[config.mk]
export PLATFORM = sky130hd
export DESIGN_NAME = symbol_mismatch_histogram
export DESIGN_NICKNAME = d
export VERILOG_FILES = /design/src/rtl/smh_pkg.sv /design/src/rtl/smh_distance.sv /design/src/rtl/smh_bin_ram.sv /design/src/rtl/symbol_mismatch_histogram.sv
export SDC_FILE = /design/constraint.sdc
export NUM_CORES = 1
export LEC_CHECK = 0
export BUFFER_PORTS_ARGS = -buffer_cell sky130_fd_sc_hd__buf_4
export CORE_ASPECT_RATIO = 0.75
export CORE_UTILIZATION = 41
export CTS_BUF_LIST = sky130_fd_sc_hd__clkbuf_8
export CTS_CLUSTER_SIZE = 28
export DETAILED_ROUTE_END_ITERATION = 6
export GPL_ROUTABILITY_DRIVEN = 0
export HOLD_SLACK_MARGIN = 0.1
export SETUP_SLACK_MARGIN = 0.02
export SKIP_LAST_GASP = 1
export SYNTH_ARGS = -nofsm -noshare
export SYNTH_HDL_FRONTEND = slang
export SYNTH_SLANG_ARGS = --single-unit
[constraint.sdc]
create_clock -name clock -period 14.95 [get_ports clock]
set_input_delay 3.7375 -clock clock [delete_from_list [all_inputs] [get_ports clock]]
set_output_delay 3.7375 -clock clock [all_outputs]
set_load 0.01 [all_outputs]
[src/rtl/smh_pkg.sv]
// Shared constants, types and state codes for the symbol mismatch histogram.
// Used by smh_distance, smh_bin_ram and symbol_mismatch_histogram; no dependencies.
package smh_pkg;

   localparam int MAX_SYMBOLS = 32;
   localparam int COUNT_BITS  = 32;
   localparam int NBINS       = MAX_SYMBOLS + 1;
   localparam int BIN_BITS    = $clog2(NBINS);

   localparam int WORD_BITS   = 64;
   localparam int SLOTS       = 32;
   localparam int LEN_BITS    = 6;
   localparam int DIST_BITS   = 6;
   localparam int OUT_BITS    = 32;
   localparam int CSR_IDX_BITS = 1;

   localparam logic [CSR_IDX_BITS-1:0] CSR_QUERY_VALUE = 1'b0;
   localparam logic [CSR_IDX_BITS-1:0] CSR_WORD_LENGTH = 1'b1;

   localparam logic MODE_COMPARE = 1'b0;
   localparam logic MODE_READ    = 1'b1;

   localparam logic [LEN_BITS-1:0]   LENGTH_RESET = LEN_BITS'(MAX_SYMBOLS);
   localparam logic [COUNT_BITS-1:0] COUNT_MAX    = {COUNT_BITS{1'b1}};

   typedef enum logic [1:0] {
      ST_IDLE,
      ST_LOOKUP,
      ST_UPDATE
   } smh_state_type;

   typedef struct packed {
      logic                  rd_en;
      logic [BIN_BITS-1:0]   rd_addr;
      logic                  wr_en;
      logic [BIN_BITS-1:0]   wr_addr;
      logic [COUNT_BITS-1:0] wr_data;
   } smh_ram_req_type;

endpackage

[src/rtl/smh_distance.sv]
// Mismatch counter: masks the XOR of target and query words to the word length
// and counts differing symbols with an adder tree. Depends on smh_pkg.
module smh_distance
   import smh_pkg::*;
(
   input  logic [WORD_BITS-1:0] word_value,
   input  logic [WORD_BITS-1:0] query_value,
   input  logic [LEN_BITS-1:0]  word_length,
   output logic [DIST_BITS-1:0] distance
);

   logic [LEN_BITS-1:0]  eff_len;
   logic [WORD_BITS-1:0] diff;
   logic [SLOTS-1:0]     flags;
   logic [1:0]           lvl1 [16];
   logic [2:0]           lvl2 [8];
   logic [3:0]           lvl3 [4];
   logic [4:0]           lvl4 [2];

   // A zero length counts one symbol; lengths past the widest word are clipped.
   always_comb begin
      priority if (word_length == '0) begin
         eff_len = LEN_BITS'(1);
      end else if (word_length > LEN_BITS'(MAX_SYMBOLS)) begin
         eff_len = LEN_BITS'(MAX_SYMBOLS);
      end else begin
         eff_len = word_length;
      end
   end

   assign diff = word_value ^ query_value;

   always_comb begin
      for (int i = 0; i < SLOTS; i++) begin
         flags[i] = (diff[2*i] | diff[2*i+1]) & (LEN_BITS'(i) < eff_len);
      end
   end

   always_comb begin
      for (int i = 0; i < 16; i++) begin
         lvl1[i] = {1'b0, flags[2*i]} + {1'b0, flags[2*i+1]};
      end
      for (int i = 0; i < 8; i++) begin
         lvl2[i] = {1'b0, lvl1[2*i]} + {1'b0, lvl1[2*i+1]};
      end
      for (int i = 0; i < 4; i++) begin
         lvl3[i] = {1'b0, lvl2[2*i]} + {1'b0, lvl2[2*i+1]};
      end
      for (int i = 0; i < 2; i++) begin
         lvl4[i] = {1'b0, lvl3[2*i]} + {1'b0, lvl3[2*i+1]};
      end
   end

   assign distance = DIST_BITS'({1'b0, lvl4[0]} + {1'b0, lvl4[1]});

endmodule

[src/rtl/smh_bin_ram.sv]
// Histogram bin memory: one write and one registered read per cycle, with a
// valid bit per bin so that bins read as zero until first written. Depends on smh_pkg.
module smh_bin_ram
   import smh_pkg::*;
(
   input  logic                  clock,
   input  logic                  reset,
   input  smh_ram_req_type       ram_req,
   output logic [COUNT_BITS-1:0] rd_count
);

   logic [COUNT_BITS-1:0] mem [NBINS];
   logic [NBINS-1:0]      valid_ff;
   logic [NBINS-1:0]      valid_in;
   logic [COUNT_BITS-1:0] rd_data_ff;
   logic                  rd_hit_ff;
   logic                  rd_hit_in;

   always_comb begin
      valid_in = valid_ff;
      if (ram_req.wr_en) begin
         valid_in[ram_req.wr_addr] = 1'b1;
      end
   end

   assign rd_hit_in = ram_req.rd_en ? valid_ff[ram_req.rd_addr] : rd_hit_ff;

   always_ff @(posedge clock) begin
      if (reset) begin
         valid_ff  <= '0;
         rd_hit_ff <= 1'b0;
      end else begin
         valid_ff  <= valid_in;
         rd_hit_ff <= rd_hit_in;
      end
   end

   always_ff @(posedge clock) begin
      if (ram_req.wr_en) begin
         mem[ram_req.wr_addr] <= ram_req.wr_data;
      end
      if (ram_req.rd_en) begin
         rd_data_ff <= mem[ram_req.rd_addr];
      end
   end

   assign rd_count = rd_hit_ff ? rd_data_ff : '0;

endmodule

[src/rtl/symbol_mismatch_histogram.sv]
// Top level of the symbol mismatch histogram: request capture, sequencer,
// bin update and result registers. Depends on smh_pkg, smh_distance and smh_bin_ram.
//
// Usage:
// A request is taken at a rising edge where start is high and busy is low.
// req_mode selects the operation. In compare mode req_word_value is matched
// against the query word over the configured word length; the number of
// differing two-bit symbols picks a histogram bin, which is incremented
// (holding at its maximum count) and reported. In read mode the bin named by
// req_bin_index is reported unchanged; an index past the last bin reports zero.
// Each request yields exactly one result, shown for one cycle with rsp_valid
// high. The receiver cannot stall, so results are never held back.
// Timing: the result is registered after the bin lookup and bin update states.
// busy is high for the lookup and update cycles, and a new request may be
// accepted in the cycle the result is shown, so a request is not taken
// before the last one is through. That is set by the read-modify-write of
// the bin memory, whose read data is registered after the address.
// Configuration: csr_we writes the query word (index 0) or the word length
// (index 1) at once; write only while the block is idle.
// Reset clears all bins to zero through per-bin valid bits, so the block is
// ready as soon as reset is released. Query resets to 0 and length to 32.
module symbol_mismatch_histogram
   import smh_pkg::*;
(
   input  logic                    clock,
   input  logic                    reset,
   input  logic                    start,
   output logic                    busy,
   input  logic                    req_mode,
   input  logic [WORD_BITS-1:0]    req_word_value,
   input  logic [DIST_BITS-1:0]    req_bin_index,
   output logic                    rsp_valid,
   output logic [DIST_BITS-1:0]    rsp_distance,
   output logic [OUT_BITS-1:0]     rsp_bin_count,
   output logic                    rsp_saturated,
   input  logic                    csr_we,
   input  logic [CSR_IDX_BITS-1:0] csr_index,
   input  logic [WORD_BITS-1:0]    csr_wdata
);

   smh_state_type         state_ff, state_in;

   // Configuration registers.
   logic [WORD_BITS-1:0]  query_ff;
   logic [LEN_BITS-1:0]   length_ff;

   // Captured request.
   logic                  mode_ff;
   logic [WORD_BITS-1:0]  word_ff;
   logic [DIST_BITS-1:0]  idx_ff;

   // Lookup results carried into the update cycle.
   logic [DIST_BITS-1:0]  key_ff, key_in;
   logic                  in_range_ff, in_range_in;

   // Result registers.
   logic                  rsp_valid_ff, rsp_valid_in;
   logic [DIST_BITS-1:0]  rsp_distance_ff, rsp_distance_in;
   logic [OUT_BITS-1:0]   rsp_count_ff, rsp_count_in;
   logic                  rsp_sat_ff, rsp_sat_in;

   logic                  accept;
   logic [DIST_BITS-1:0]  distance;
   logic [COUNT_BITS-1:0] cur_count;
   logic [COUNT_BITS-1:0] new_count;
   logic [COUNT_BITS-1:0] report_count;
   smh_ram_req_type       ram_req;

   assign accept = start && (state_ff == ST_IDLE);
   assign busy   = (state_ff != ST_IDLE);

   smh_distance u_distance (
      .word_value  (word_ff),
      .query_value (query_ff),
      .word_length (length_ff),
      .distance    (distance)
   );

   smh_bin_ram u_bin_ram (
      .clock    (clock),
      .reset    (reset),
      .ram_req  (ram_req),
      .rd_count (cur_count)
   );

   // Sequencer: capture, look up the bin, then write it back (compare mode) and report.
   always_comb begin
      state_in = state_ff;
      unique case (state_ff)
         ST_IDLE: begin
            if (accept) begin
               state_in = ST_LOOKUP;
            end
         end
         ST_LOOKUP: begin
            state_in = ST_UPDATE;
         end
         ST_UPDATE: begin
            state_in = ST_IDLE;
         end
         default: begin
            state_in = ST_IDLE;
         end
      endcase
   end

   // The incremented count holds at the maximum once the bin is full.
   assign new_count = (cur_count == COUNT_MAX) ? cur_count : cur_count + COUNT_BITS'(1);

   always_comb begin
      if (mode_ff == MODE_COMPARE) begin
         report_count = new_count;
      end else if (in_range_ff) begin
         report_count = cur_count;
      end else begin
         report_count = '0;
      end
   end

   // Datapath controls for each state.
   always_comb begin
      ram_req         = '0;
      key_in          = key_ff;
      in_range_in     = in_range_ff;
      rsp_valid_in    = 1'b0;
      rsp_distance_in = rsp_distance_ff;
      rsp_count_in    = rsp_count_ff;
      rsp_sat_in      = rsp_sat_ff;
      unique case (state_ff)
         ST_IDLE: begin
         end
         ST_LOOKUP: begin
            // Compare requests always land on a real bin; reads may not.
            key_in      = (mode_ff == MODE_COMPARE) ? distance : idx_ff;
            in_range_in = (mode_ff == MODE_COMPARE) || (idx_ff <= DIST_BITS'(MAX_SYMBOLS));
            ram_req.rd_en   = in_range_in;
            ram_req.rd_addr = in_range_in ? BIN_BITS'(key_in) : '0;
         end
         ST_UPDATE: begin
            ram_req.wr_en   = (mode_ff == MODE_COMPARE);
            ram_req.wr_addr = BIN_BITS'(key_ff);
            ram_req.wr_data = new_count;
            rsp_valid_in    = 1'b1;
            rsp_distance_in = key_ff;
            rsp_count_in    = OUT_BITS'(report_count);
            rsp_sat_in      = in_range_ff && (report_count == COUNT_MAX);
         end
         default: begin
         end
      endcase
   end

   always_ff @(posedge clock) begin
      if (reset) begin
         state_ff     <= ST_IDLE;
         rsp_valid_ff <= 1'b0;
         query_ff     <= '0;
         length_ff    <= LENGTH_RESET;
      end else begin
         state_ff     <= state_in;
         rsp_valid_ff <= rsp_valid_in;
         if (csr_we) begin
            unique case (csr_index)
               CSR_QUERY_VALUE: query_ff  <= csr_wdata;
               CSR_WORD_LENGTH: length_ff <= csr_wdata[LEN_BITS-1:0];
               default: begin
               end
            endcase
         end
      end
   end

   always_ff @(posedge clock) begin
      if (accept) begin
         mode_ff <= req_mode;
         word_ff <= req_word_value;
         idx_ff  <= req_bin_index;
      end
      key_ff          <= key_in;
      in_range_ff     <= in_range_in;
      rsp_distance_ff <= rsp_distance_in;
      rsp_count_ff    <= rsp_count_in;
      rsp_sat_ff      <= rsp_sat_in;
   end

   assign rsp_valid     = rsp_valid_ff;
   assign rsp_distance  = rsp_distance_ff;
   assign rsp_bin_count = rsp_count_ff;
   assign rsp_saturated = rsp_sat_ff;

endmodule
Word level (Yosys, flattened, before mapping):

Memories as Yosys holds them, arrays and structs flattened. A register that Yosys moved wholly into a read port is not among the register bits.
Index checks and enable logic that the tools add are counted.

* multipliers: 0
* eq/ne operators: 5
* shift operators: 0
* div/mod/pow operators: 0
* mux-type cells: 19
* bitwise gates (word level): 68
* magnitude comparators: 37
* reduce and logical (&&, ||, !) cells: 9
* add/subtract/negate cells: 32

Operator list (number)
* $mux 32: 4
* $lt 5x6->1 const A: 16
* $eq 32x32->1 const B: 2
* $xor 64x64->64: 1
* $lt 4x6->1 const A: 8
* $mux 39: 1
* $or 33x33->33: 1
* $add 1x1->2: 16
* $add 32x1->32 const B: 1
* $and 1x1->1: 32
* $or 1x1->1: 32
* $add 2x2->3: 8
* $lt 3x6->1 const A: 4
* $mux 6: 4
* $add 3x3->4: 4
* $lt 6x7->1 const B: 2
* $lt 1x6->1 const A: 2
* $lt 2x6->1 const A: 2
* $add 4x4->5: 2
* $mux 7: 1
* $add 5x5->6: 1
* $bmux 1 s6: 1
* $demux 1 s6: 1
* $ge 6x1->1 const B: 1
* other kinds (15): 23

* memories: 1
* RAM bits: 1056
* ROM bits: 0
* flip-flop bits (word level): 224
* latch bits: 0
* output and inout bits: 41

Memory list
* u_bin_ram.mem: depth 33, bits a word 32, rd ports 1, clocked after Yosys merged registers in 1, write ports 1, RTL line smh_bin_ram.sv:12 `logic [COUNT_BITS-1:0] mem [NBINS];`

Depth between registers and ports, before layout:

* word-level depth: 15
* gate-level depth with buffers: 28

By module:

From an unflattened synthesis, not the netlist that was laid out.

* cell total of the unflattened synthesis: 3113
* area, all modules: 52853.2 sq um

Modules (own cells, without submodules)
* smh_bin_ram: times used 1, cells an instance 2141, area an instance 43038.8 sq um, seq. area each 33352.0 sq um
* symbol_mismatch_histogram: times used 1, cells an instance 766, area an instance 8042.7 sq um, seq. area each 4974.8 sq um
* smh_distance: times used 1, cells an instance 206, area an instance 1771.7 sq um, seq. area each 0.0 sq um

Worst setup path after synthesis:

No wires, ideal clock.

* path type: in2reg
* from: input port start
* to: register idx_ff[0], enable pin
* setup slack: 7716 ps
* data required time: 14449 ps
* library setup time: 501 ps
* stages on the path: 2
* buffers on the path: 0
* data arrival time: 6734 ps
* cells stage by stage: inv_1 -> nor2_1

* cells in the longest elaborated chain, start to end: 1

Ends and longest elaborated chain
* start, declared: RTL line symbol_mismatch_histogram.sv:27 `input logic start,`
* $logic_and 1x1->1: RTL line symbol_mismatch_histogram.sv:69 `assign accept = start && (state_ff == ST_IDLE);`
* named net accept: RTL line symbol_mismatch_histogram.sv:62 `logic accept;`
* end signal, assigned: RTL line symbol_mismatch_histogram.sv:177 `idx_ff <= req_bin_index;`
* end, declared: RTL line symbol_mismatch_histogram.sv:50 `logic [DIST_BITS-1:0] idx_ff;`

The timed path passes the listed nets, and every way through them passes these cells.
A chain may end at the register's enable or synchronous reset.

Worst setup path in the final report:

* from: register length_ff[5]
* to: register u_bin_ram.rd_data_ff[11] (read register of u_bin_ram.mem) (data pin)

* cells in the longest elaborated chain, start to end: 13

Ends and longest elaborated chain
* start, declared: RTL line symbol_mismatch_histogram.sv:45 `logic [LEN_BITS-1:0] length_ff;`
* start signal, assigned: RTL line symbol_mismatch_histogram.sv:165 `CSR_WORD_LENGTH: length_ff <= csr_wdata[LEN_BITS-1:0];`
* $gt 6x6->1: RTL line smh_distance.sv:24 `end else if (word_length > LEN_BITS'(MAX_SYMBOLS)) begin`
* $mux 6: RTL line smh_distance.sv:24
* $mux 6 *: RTL line smh_distance.sv:22 `priority if (word_length == '0) begin`
* $lt 1x6->1 (tied with other cells): RTL line smh_distance.sv:35 `flags[i] = (diff[2*i] | diff[2*i+1]) & (LEN_BITS'(i) < eff_len);`
* $and 1x1->1: RTL line smh_distance.sv:35
* $add 1x1->2: RTL line smh_distance.sv:41 `lvl1[i] = {1'b0, flags[2*i]} + {1'b0, flags[2*i+1]};`
* $add 2x2->3: RTL line smh_distance.sv:44 `lvl2[i] = {1'b0, lvl1[2*i]} + {1'b0, lvl1[2*i+1]};`
* $add 3x3->4: RTL line smh_distance.sv:47 `lvl3[i] = {1'b0, lvl2[2*i]} + {1'b0, lvl2[2*i+1]};`
* $add 4x4->5: RTL line smh_distance.sv:50 `lvl4[i] = {1'b0, lvl3[2*i]} + {1'b0, lvl3[2*i+1]};`
* $add 5x5->6 *: RTL line smh_distance.sv:54 `assign distance = DIST_BITS'({1'b0, lvl4[0]} + {1'b0, lvl4[1]});`
* $mux 6 *: RTL line symbol_mismatch_histogram.sv:134 `key_in = (mode_ff == MODE_COMPARE) ? distance : idx_ff;`
* $mux 6 *: RTL line symbol_mismatch_histogram.sv:137 `ram_req.rd_addr = in_range_in ? BIN_BITS'(key_in) : '0;`
* $mux 7 *: RTL line symbol_mismatch_histogram.sv:129 `unique case (state_ff)`
* end, declared: RTL line smh_bin_ram.sv:15 `logic [COUNT_BITS-1:0] rd_data_ff;`

Every way passes the cells marked *; elsewhere a longest branch is shown, timed or not.

==> impl_metrics.tcl <==
set metrics [dict create \
    status "finished with violations" \
    violations "design-rule violations" \
    placementRows 114 \
    relSlewSlack 0.0844 \
    firstDrtPassIters 7 \
    grt_pass1_wl_um 250000 \
    area_growth_pct 13.5 \
    syn_area_per_cell_um2 13.5 \
    p_per_area_mw_per_mm2 233 \
    synth_xor_area_frac 0.0156 \
    post-place-ws_ns 6.06 \
    max_clock_freq_ghz 0.110 \
    cts_hold_buf 0 \
    syn_nets 4124 \
    ys_seq_area_frac 0.716 \
    final_common_cell "edfxtp_1" \
    synthSimpleGateAreaFrac 0.107 \
    hold_path.class "reg -> reg" \
    wirelength_um 177000 \
    port_buffers 180 \
    post-route-util 0.471 \
    ys_seq_elements 1312 \
    cp-end-kind "register" \
    finalClockSkew_ns 0.0566 \
    post_cts_buffers 0 \
    synth_fa_ha_area_frac 0.0109 \
    clock_sinks 1312 \
    fin_crit_ns 9.09 \
    syn_area_mm2 0.0535 \
    clk_latency_ns 0.92 \
    hold_viol 0 \
    vias_per_cell 5.99 \
    drt_iter0_drc 5233 \
    h-tree-depth 4 \
    initial_core_util 0.414 \
    worst_slew_pin_slew_ns 1.37 \
    critPathRequiredTime_ns 15.70 \
    ys_warn_count 0 \
    drtAntennaViolNets 0 \
    antenna_found_initial 5 \
    period_share 0.608 \
    drcViolationCount 1 \
    cts_tree "built" \
    leakage_nw 19.1 \
    setup_viol 0 \
    grt_max_degree 134 \
    grt_overflow 0 \
    ctsResizeCount 0 \
    grt_most_used_layer "met2" \
    synth_compound_area_frac 0.0960 \
    vias 36500 \
    maxCapViolations 0 \
    io_pins 181 \
    synth.area.mux_share 0.0294 \
    dieArea_mm2 0.132 \
    nNetsFinal 4358 \
    wl_per_cell_um 29.0 \
    die_h_um 315 \
    max_stage_delay_ns 0.83 \
    hold_ws_ns 0.465 \
    core-area_mm2 0.129 \
    synth_cells 3952 \
    die_w_um 419 \
    critPathMostFrequentCell "fa_1" \
    synth_top_family_by_area "simple AND/OR/NAND/NOR gates" \
    clk_pin_slew_worst_paths_ns 0.06 \
    root_buffer "clkbuf_8" \
    ys_types 88 \
    ir_drop_uv 632 \
    grt_util_met2 0.390 \
    crit_path_max_fanout 65 \
    cts_buffers 197 \
    track_usage 0.266 \
    dp_hpwl_um 97300 \
    final_cell_mix "edfxtp_1, nand2_1, buf_4" \
    use_met3 0.0626 \
    cts_buffer_depth 3 \
    cp.arrival_ns 9.83 \
    critPathKind "reg -> reg" \
    path_cells "or2_2 -> nor2_1 -> a22oi_1 -> fa_1 -> fa_1 -> fa_1 -> fa_1 -> fa_1 -> fa_1 -> ha_1 -> fa_1 -> xor2_1 -> a21oi_2 -> buf_4 -> inv_1 -> nand3_4 -> buf_4 -> buf_4 -> nor3_1 -> a2111oi_0 -> a31oi_1 -> o21a_1 -> o211ai_1" \
    synth_flop_cell "edfxtp_1" \
    report.final.slew_viol_count 0 \
    setup_ws_ns 5.86 \
    async_flop_share 0 \
    grt_pass1_vias 34100 \
    critPathLaunchType "register" \
    synth_edf_count 1205 \
    gr-usage-met1 0.389 \
    drive_gt1_frac 0.152 \
    slowest_stage "buf_4" \
    tns_ns 0 \
    rsz0062_at_grt "false" \
]
metal layers:
layer  wire (um)  share of wire  vias up
met5           0              0        -
met4        5010          0.028        0
met3       21200           0.12      327
met2       77200           0.44     2366
met1       73500           0.42    18300
li1            -              -    15500
kinds of logic (layout without fill, tap and decap cells):
group	count (synthesis)	after routing
AOI/OAI and AO/OA	771	771
and+or+nand+nor	1311	1311
xor gates and xnor gates	95	95
other	0	6
DFF	1312	1312
buffers and inverters	288	682
muxes	143	143
adders and majority gates	32	32
cells in the mapped netlist, types with 8 or more instances:
cell type  number  area share
o31a_1         11      0.0018
clkbuf_1      154       0.011
o211ai_1       27      0.0038
ha_1            8      0.0019
dfxtp_1       107       0.040
a311oi_1       21      0.0034
and2_1         13      0.0015
o22a_1          8      0.0013
nor4_1         10      0.0012
mux4_2         10      0.0042
a31oi_1        72      0.0084
fa_1           24      0.0090
nand4_1        43      0.0050
mux2i_1       130       0.024
nor2_1        239       0.017
buf_4          19      0.0027
nor3_1         54      0.0051
o22ai_1        81      0.0095
xnor2_1        51      0.0083
inv_1          30      0.0021
xor2_1         44      0.0072
and3_1         21      0.0025
o31ai_1        14      0.0020
nand3_1       140       0.013
nand2b_1       10      0.0012
buf_2          52      0.0049
a21o_1         16      0.0022
or4_1          12      0.0017
nand2_1       693       0.049
o21ai_0        89      0.0083
a21oi_1       219       0.020
o221ai_1       49      0.0080
nor3b_1        10      0.0014
buf_6          10      0.0021
a211o_1        11      0.0018
nor2b_1         9      0.0011
a22oi_1        20      0.0028
a221oi_1       28      0.0046
edfxtp_1     1205        0.68
a31o_2         12      0.0020
a211oi_1       20      0.0028
or3_1          20      0.0023
buf_1          18      0.0013
sequential cells by signal, indices dropped and copies added, names as in the netlist:
name and count:
u_bin_ram.mem 1056, key_ff 6, rsp_distance 6, rsp_bin_count 32
u_bin_ram.valid_ff 33, rsp_saturated 1, word_ff 64, in_range_ff 1
query_ff 64, state_ff 2, u_bin_ram.rd_data_ff 32, idx_ff 6
mode_ff 1, length_ff 6, u_bin_ram.rd_hit_ff 1, rsp_valid 1
per-stage QoR:
stage	power, W	std cells	area, um^2
6_report	0.0141	6092	60700
2_1_floorplan	0.00866	3952	53500
4_1_cts	0.0140	6086	60700
5_1_grt	0.0147	6091	60700
3_5_place_dp	0.0113	5727	57100
3_3_place_gp	0.0112	5727	57100
final cells by class:
| class | count | area (um^2) |
|---|---|---|
| fillers | 11400 | 68300 |
| flip-flops and latches | 1312 | 38300 |
| multi-input cells | 2352 | 14300 |
| clock buffers | 212 | 2920 |
| repair buffers | 289 | 2210 |
| well taps | 1740 | 2180 |
| clock inverters | 147 | 664 |
| inverters | 34 | 135 |
| diodes | 6 | 15.0 |
worst paths after layout:
check,slack [ns],cells after the start,startpoint,to
setup / recovery,5.86,23,length_ff[5],u_bin_ram.rd_data_ff[11]
setup reg to reg,5.86,23,length_ff[5],u_bin_ram.rd_data_ff[11]
hold reg to reg,0.47,2,query_ff[8],query_ff[8]
hold / removal,0.47,2,query_ff[8],query_ff[8]
report_power, final:
part / internal, W / leakage (nW) / switching [W]
clock network: 0.00131 / 2.10 / 0.00142
registers: 0.00412 / 10.4 / 0.000120
logic: 0.00204 / 6.68 / 0.00512
total: 0.00747 / 19.1 / 0.00665
worst max-delay path, delay by kind of cell, from the launching register on:
kind | cells | cell delay (ns)
DFF | 1 | 0.50
buffers and inverters | 4 | 2.20
adders and majority gates | 8 | 3.71
AOI/OAI and AO/OA | 6 | 1.24
xor gates and xnor gates | 1 | 0.23
and+or+nand+nor | 4 | 1.00
(Power assumes the default switching activity.)
